--- src/sv/mean_and_deviation_from_moments_top_assert.svh ---
// Assertion macros shared by the statistics pipeline.
`ifndef MEAN_AND_DEVIATION_FROM_MOMENTS_TOP_ASSERT_SVH
`define MEAN_AND_DEVIATION_FROM_MOMENTS_TOP_ASSERT_SVH

// Same-cycle implication, sampled on clk_i and held off during reset.
`define MDM_ASSERT_IMP(lbl, ante, cons, msg) \
  lbl: assert property (@(posedge clk_i) disable iff (!rst_ni) (ante) |-> (cons)) \
    else $error(msg);

// Next-cycle implication, sampled on clk_i and held off during reset.
`define MDM_ASSERT_NXT(lbl, ante, cons, msg) \
  lbl: assert property (@(posedge clk_i) disable iff (!rst_ni) (ante) |=> (cons)) \
    else $error(msg);

`endif

--- src/sv/mdm_pkg.sv ---
// Types, constants and step functions of the statistics pipeline.
`timescale 1ns / 1ps
package mdm_pkg;

  localparam int unsigned FracBitsDef = 16;
  localparam int unsigned WideW       = 96;
  localparam int unsigned RootW       = 48;
  localparam int unsigned SqRemW      = RootW + 3;
  localparam logic [RootW-1:0] RootMax = '1;

  typedef enum logic [1:0] {
    ST_OK         = 2'd0,
    ST_COUNT_ZERO = 2'd1,
    ST_COUNT_ONE  = 2'd2,
    ST_NEG_DIFF   = 2'd3
  } status_e;

  typedef struct packed {
    logic    vld;
    status_e status;
  } side_t;

  typedef struct packed {
    logic [WideW-1:0] rem;
    logic [WideW-1:0] quo;
    logic             ovf;
    logic [WideW-1:0] dvs;
  } div_lane_t;

  typedef struct packed {
    logic [WideW-1:0]  rad;
    logic [SqRemW-1:0] rem;
    logic [RootW-1:0]  root;
    logic              sat;
  } sq_lane_t;

  // One restoring division step: bring in one dividend bit, make one quotient bit.
  function automatic div_lane_t div_step(div_lane_t l, logic b);
    logic [WideW:0] trial;
    div_lane_t      r;
    trial = {l.rem, b};
    r     = l;
    r.ovf = l.ovf | l.quo[WideW-1];
    if (trial >= {1'b0, l.dvs}) begin
      trial = trial - {1'b0, l.dvs};
      r.quo = {l.quo[WideW-2:0], 1'b1};
    end else begin
      r.quo = {l.quo[WideW-2:0], 1'b0};
    end
    r.rem = trial[WideW-1:0];
    return r;
  endfunction

  // One digit-by-digit square root step: two radicand bits in, one root bit out.
  function automatic sq_lane_t sq_step(sq_lane_t l);
    logic [SqRemW-1:0] acc;
    logic [SqRemW-1:0] trial;
    sq_lane_t          r;
    acc   = {l.rem[SqRemW-3:0], l.rad[WideW-1 -: 2]};
    trial = {1'b0, l.root, 2'b01};
    r     = l;
    r.rad = {l.rad[WideW-3:0], 2'b00};
    if (acc >= trial) begin
      r.rem  = acc - trial;
      r.root = {l.root[RootW-2:0], 1'b1};
    end else begin
      r.rem  = acc;
      r.root = {l.root[RootW-2:0], 1'b0};
    end
    return r;
  endfunction

endpackage

--- src/sv/mdm_sq_cell.sv ---
// One square root cell: a root bit for each of the two deviation lanes.
`timescale 1ns / 1ps
module mdm_sq_cell (
  input  logic                          clk_i,
  input  logic                          rst_ni,
  input  logic                          en_i,
  input  mdm_pkg::side_t                side_i,
  output mdm_pkg::side_t                side_o,
  input  logic [mdm_pkg::RootW-1:0]     mean_i,
  output logic [mdm_pkg::RootW-1:0]     mean_o,
  input  mdm_pkg::sq_lane_t [1:0]       lane_i,
  output mdm_pkg::sq_lane_t [1:0]       lane_o
);

  mdm_pkg::side_t               side_q;
  logic [mdm_pkg::RootW-1:0]    mean_q;
  mdm_pkg::sq_lane_t [1:0]      lane_q, lane_d;

  always_comb begin
    for (int k = 0; k < 2; k++) begin
      lane_d[k] = mdm_pkg::sq_step(lane_i[k]);
    end
  end

  always_ff @(posedge clk_i or negedge rst_ni) begin
    if (!rst_ni) begin
      side_q <= '0;
    end else if (en_i) begin
      side_q <= side_i;
    end
  end

  always_ff @(posedge clk_i) begin
    if (en_i) begin
      mean_q <= mean_i;
      lane_q <= lane_d;
    end
  end

  assign side_o = side_q;
  assign mean_o = mean_q;
  assign lane_o = lane_q;

endmodule

--- config.mk ---
export PLATFORM = sky130hd
export DESIGN_NAME = mdm_sq_cell
export DESIGN_NICKNAME = d
export VERILOG_FILES = /design/src/sv/mean_and_deviation_from_moments_top_assert.svh /design/src/sv/mdm_pkg.sv /design/src/sv/mdm_sq_cell.sv
export SDC_FILE = /design/constraint.sdc
export NUM_CORES = 1
export LEC_CHECK = 0
export ABC_AREA = 1
export BUFFER_PORTS_ARGS = -buffer_cell sky130_fd_sc_hd__clkbuf_2
export CELL_PAD_IN_SITES_DETAIL_PLACEMENT = 1
export CELL_PAD_IN_SITES_GLOBAL_PLACEMENT = 2
export CORE_AREA = 3 3 342 344
export DETAILED_ROUTE_END_ITERATION = 6
export DIE_AREA = 0 0 345 347
export GPL_TIMING_DRIVEN = 0
export PLACE_DENSITY_LB_ADDON = 0.1
export SLEW_MARGIN = 15
export SYNTH_ARGS = -nofsm -noshare
export SYNTH_HDL_FRONTEND = slang
export SYNTH_SLANG_ARGS = --single-unit
--- constraint.sdc ---
create_clock -name clk_i -period 1 [get_ports clk_i]
set_clock_uncertainty 0.15 [all_clocks]
set_input_delay 0.1 -clock clk_i [delete_from_list [all_inputs] [get_ports clk_i]]
set_output_delay 0.1 -clock clk_i [all_outputs]
set_load 0.02 [all_outputs]
==> Word level (Yosys, flattened, before mapping) <==
Cells that the tools add are included.
{ "word_totals": {"reg_bits": 439, "out_inout_bits": 443, "inputBits": 446, "word_cells": 17} }
{ "op_classes": {"order_cmp": 2, "addsub": 2, "muxes": 2} }
{ "op_table": {"columns": ["op", "count"], "rows": [
  ["99-bit 2-to-1 mux", 2],
  ["51-bit by 50-bit greater-or-equal comparator with 1-bit output", 2],
  ["51-bit by 50-bit subtractor with 51-bit output", 2]
]} }

==> Longest topological paths before layout <==
{ "logic_depth": {"depth_word": 2, "ltp_mapped": 17, "depth_no_buf": 15} }

==> Worst setup path after synthesis <==
No wires, ideal clock.
{ "synth_timing": {"path_type": "input to register", "from": "input lane_i[45] (netlist bit)", "to": "register lane_q, in the netlist lane_o[56] (data pin)", "cell_stages": 15, "path_buffers": 1, "path_slack_ps": -1110, "setup_ps": 265, "arrival_time_ps": 1696, "required_time_ps": 585, "path_cell_list": "inv_1 -> ha_1 -> nand2_1 -> inv_1 -> nand2_1 -> inv_1 -> nand2_1 -> inv_1 -> nand2_1 -> nand2_1 -> nor2_1 -> nand3_4 -> inv_2 -> clkbuf_1 -> o21ai_1"} }
{ "synth_rtl": {"columns": ["element", "line", "source"], "rows": [
  ["from (decl)", "mdm_sq_cell.sv:11", "input mdm_pkg::sq_lane_t [1:0] lane_i,"],
  ["to (signal assigned)", "mdm_sq_cell.sv:36", "lane_q <= lane_d;"],
  ["to (decl)", "mdm_sq_cell.sv:17", "mdm_pkg::sq_lane_t [1:0] lane_q, lane_d;"]
]} }

==> results.yml <==
run_status:
  status: "finished, violations left"
  failed_checks: "negative hold slack, negative setup slack"
cts:
  root_buffer: "clkbuf_16"
  cts_buffers: 54
  clockBufferDepth: 3
  cts_tree: "yes"
  cts.reportedPaths.clkPinSlew_ps: 60
  clock_latency_ps: 620
  clkSinkCount: 439
  h-tree-depth: 2
critical_path:
  critPathCaptureType: "register"
  r2r_cells: 1
  crit_arrival_ps: 1990
  reg2reg_to: "side_o[1]"
  worst_ep_required_time_ps: 1230
  startpoint_type: "input pin"
  crit_type: "input pin to register"
  rrSetupSlack_ps: 80
  critPathMaxFanout: 5
  reg2reg_from: "side_o[1]"
pwr:
  internal_power_w: 0.0432
  totalPowerFinal_w: 0.0639
  combPwrFrac: 0.330
  p_seq_frac: 0.363
  p_clk_frac: 0.307
  switching_share: 0.324
  net-switching-power_w: 0.0207
  peakVddDrop_mv: 1.30
  p_leak_nw: 21.2
  power.density_nw_per_um2: 1400
drt:
  ant_nets: 0
  finalWirelength_um: 125000
  drt-vias-per-instance: 4.07
  first_iter_violations: 904
  first_pass_iters: 5
  drcViolationCount: 0
  wl_per_cell_um: 21.1
  num_vias: 24000
floorplan:
  dieArea_um2: 120000
  ioPinCount: 889
  dieHeight_um: 347
  coreArea_um2: 114000
  rows: 124
  die_w_um: 345
  start_util: 0.207
logic_synthesis:
  syn_avg_cell_area_um2: 8.82
  synth_edf_count: 436
  yosys_warnings: 0
  netlist_area_um2: 23700
  synth_cell_types: 35
  synthArstFlopShare: 0.00683
  ys_seq_elements: 439
  syn_inst: 2685
  synth_flop_cell: "edfxtp_1"
  seq_area_frac_synth: 0.556
global_route:
  gr-usage-all-layers: 0.193
  gr-total-overflow: 0
  grt_pass1_wl_um: 173000
  grt_max_degree: 93
  antenna_found_initial: 20
  grt_pass1_vias: 25600
sta:
  fin_ws_ps: -750
  final-setup-viol-count: 723
  finalHoldViolCount: 163
  max-slew-margin-rel: 0.614
  whs_ps: -498
  period_minus_slack_ps: 1750
  drv_slew: 0
  fin_crit_sh: 1.75
  tightest_slew_ps: 579
  max_freq_ghz: 0.571
  rsz0062_at_grt: "true"
cells_and_area:
  final_layout_size_suffix_gt1_frac: 0.444
  final_area_um2: 45800
  area_growth_pct: 93.3
  fin_nets: 4886
  final_cell_mix: "635 x nand2_1, 522 x dlygate4sd3_1, 436 x edfxtp_1"
  post_layout_nonfiller_instances: 5908
  final_util: 0.401
  final_common_cell: "nand2_1"
worst_hold_path:
  hold_class: "input pin to register"
  hold_depth: 1
  min_to: "lane_o[207]"
  min_from: "lane_i[206]"
place:
  place.gp.congestion: 0.838
  place_inst: 5085
  place_area_um2: 31800
  portBuffers: 880
  dp_hpwl_um: 94200
run:
  drv_cap: 0
==> power groups by stage <==
stage	Clock (W)	Combinational, W	Sequential (W)
after floorplan	0	0.00579	0.0256
after global placement	0	0.0145	0.0235
after detailed placement	0	0.0145	0.0232
after CTS	0.0203	0.0179	0.0229
after global routing	0.0210	0.0227	0.0234
final	0.0196	0.0211	0.0232
==> how the worst max path moves through the flow <==
stage / cells after the start / endpoint / start / slack, ps
5_1_grt: 16 / lane_o[79] / lane_i[30] / -800
4_1_cts: 1 / lane_o[352] / lane_o[352] / -700
6_report: 17 / lane_o[78] / lane_i[23] / -750
3_5_place_dp: 14 / lane_o[90] / lane_i[23] / -2010
3_3_place_gp: 2 / side_o[2] / en_i / -9230
2_1_floorplan: 15 / lane_o[74] / lane_i[25] / -990
==> critical path, cell delays in order <==
cell and delay [ps]:
buf_8 100, inv_2 50, ha_4 290, buf_4 120, nand2_4 60, nor2_4 150, nand2_4 100, nor2_4 120
nand2_2 60, nor2_2 90, nor2_2 60, nand3_4 150, inv_8 70, clkbuf_16 180, buf_12 150, nand2_4 60
nand2_4 60
==> registers in the layout (all words and copies together) (netlist names) <==
signal and flops:
side_o 3, mean_o 48, lane_o 388
==> metrics by stage <==
step	hold slack, ps	setup WS (ps)	setup TNS [ps]
final	-498	-750	-265990
after global routing	-546	-796	-297010
after CTS	-563	-703	-329590
after detailed placement	-250	-2010	-503650
after global placement	-249	-9230	-3930280
after floorplan	-346	-987	-99190
==> timing repair <==
action	in CTS	in global routing
endpoints found under the hold margin	560	248
cloned	6	20
gates resized for setup	412	1727
hold buffers	461	61
buffers inserted	102	64
setup endpoints to repair	795	958
pin swaps	123	197
==> cell usage after synthesis, types with 14 or more instances <==
master	count	area share
nand2_1	981	0.16
inv_1	535	0.085
edfxtp_1	436	0.55
nor2_1	179	0.028
nand3_1	107	0.023
ha_1	100	0.053
a21oi_1	56	0.012
xnor2_1	46	0.017
o21ai_1	27	0.0057
nand3b_1	26	0.0082
o21ai_2	23	0.0085
nand4_1	20	0.0053
nor2_2	20	0.0053
inv_2	17	0.0027
o21bai_1	16	0.0051
buf_6	14	0.0067
o21ai_0	14	0.0030
xor2_1	14	0.0052
==> area by class of cell <==
class	count	area [um^2]
diodes	13	32.5
multi-input cells	1673	12000
clock buffers	73	1460
clock inverters	26	267
fillers	12900	68400
repair buffers	1597	14500
inverters	552	2170
flip-flops and latches	439	13200
plain buffers	23	393
well taps	1512	1890
==> metal layers <==
metal,routed length [um],GRT usage,vias up
met5,25,0,-
met4,3520,0.0499,4
met3,5820,0.0432,148
met2,61800,0.336,599
met1,53500,0.242,11500
li1,-,-,11800
==> logic make-up (layout without fill, tap and decap cells) <==
family,count (synthesis),count (layout),share of synthesized area
adders and majority gates,100,100,0.0528
AOI/OAI and AO/OA,144,144,0.0366
xor gates and xnor gates,60,60,0.0222
buffers and inverters,576,2271,0.0966
other,1,17,0.000158
and+or+nand+nor,1362,1362,0.234
muxes,3,3,0.00143
DFF,439,439,0.556
Power figures use the tool's default switching activity.
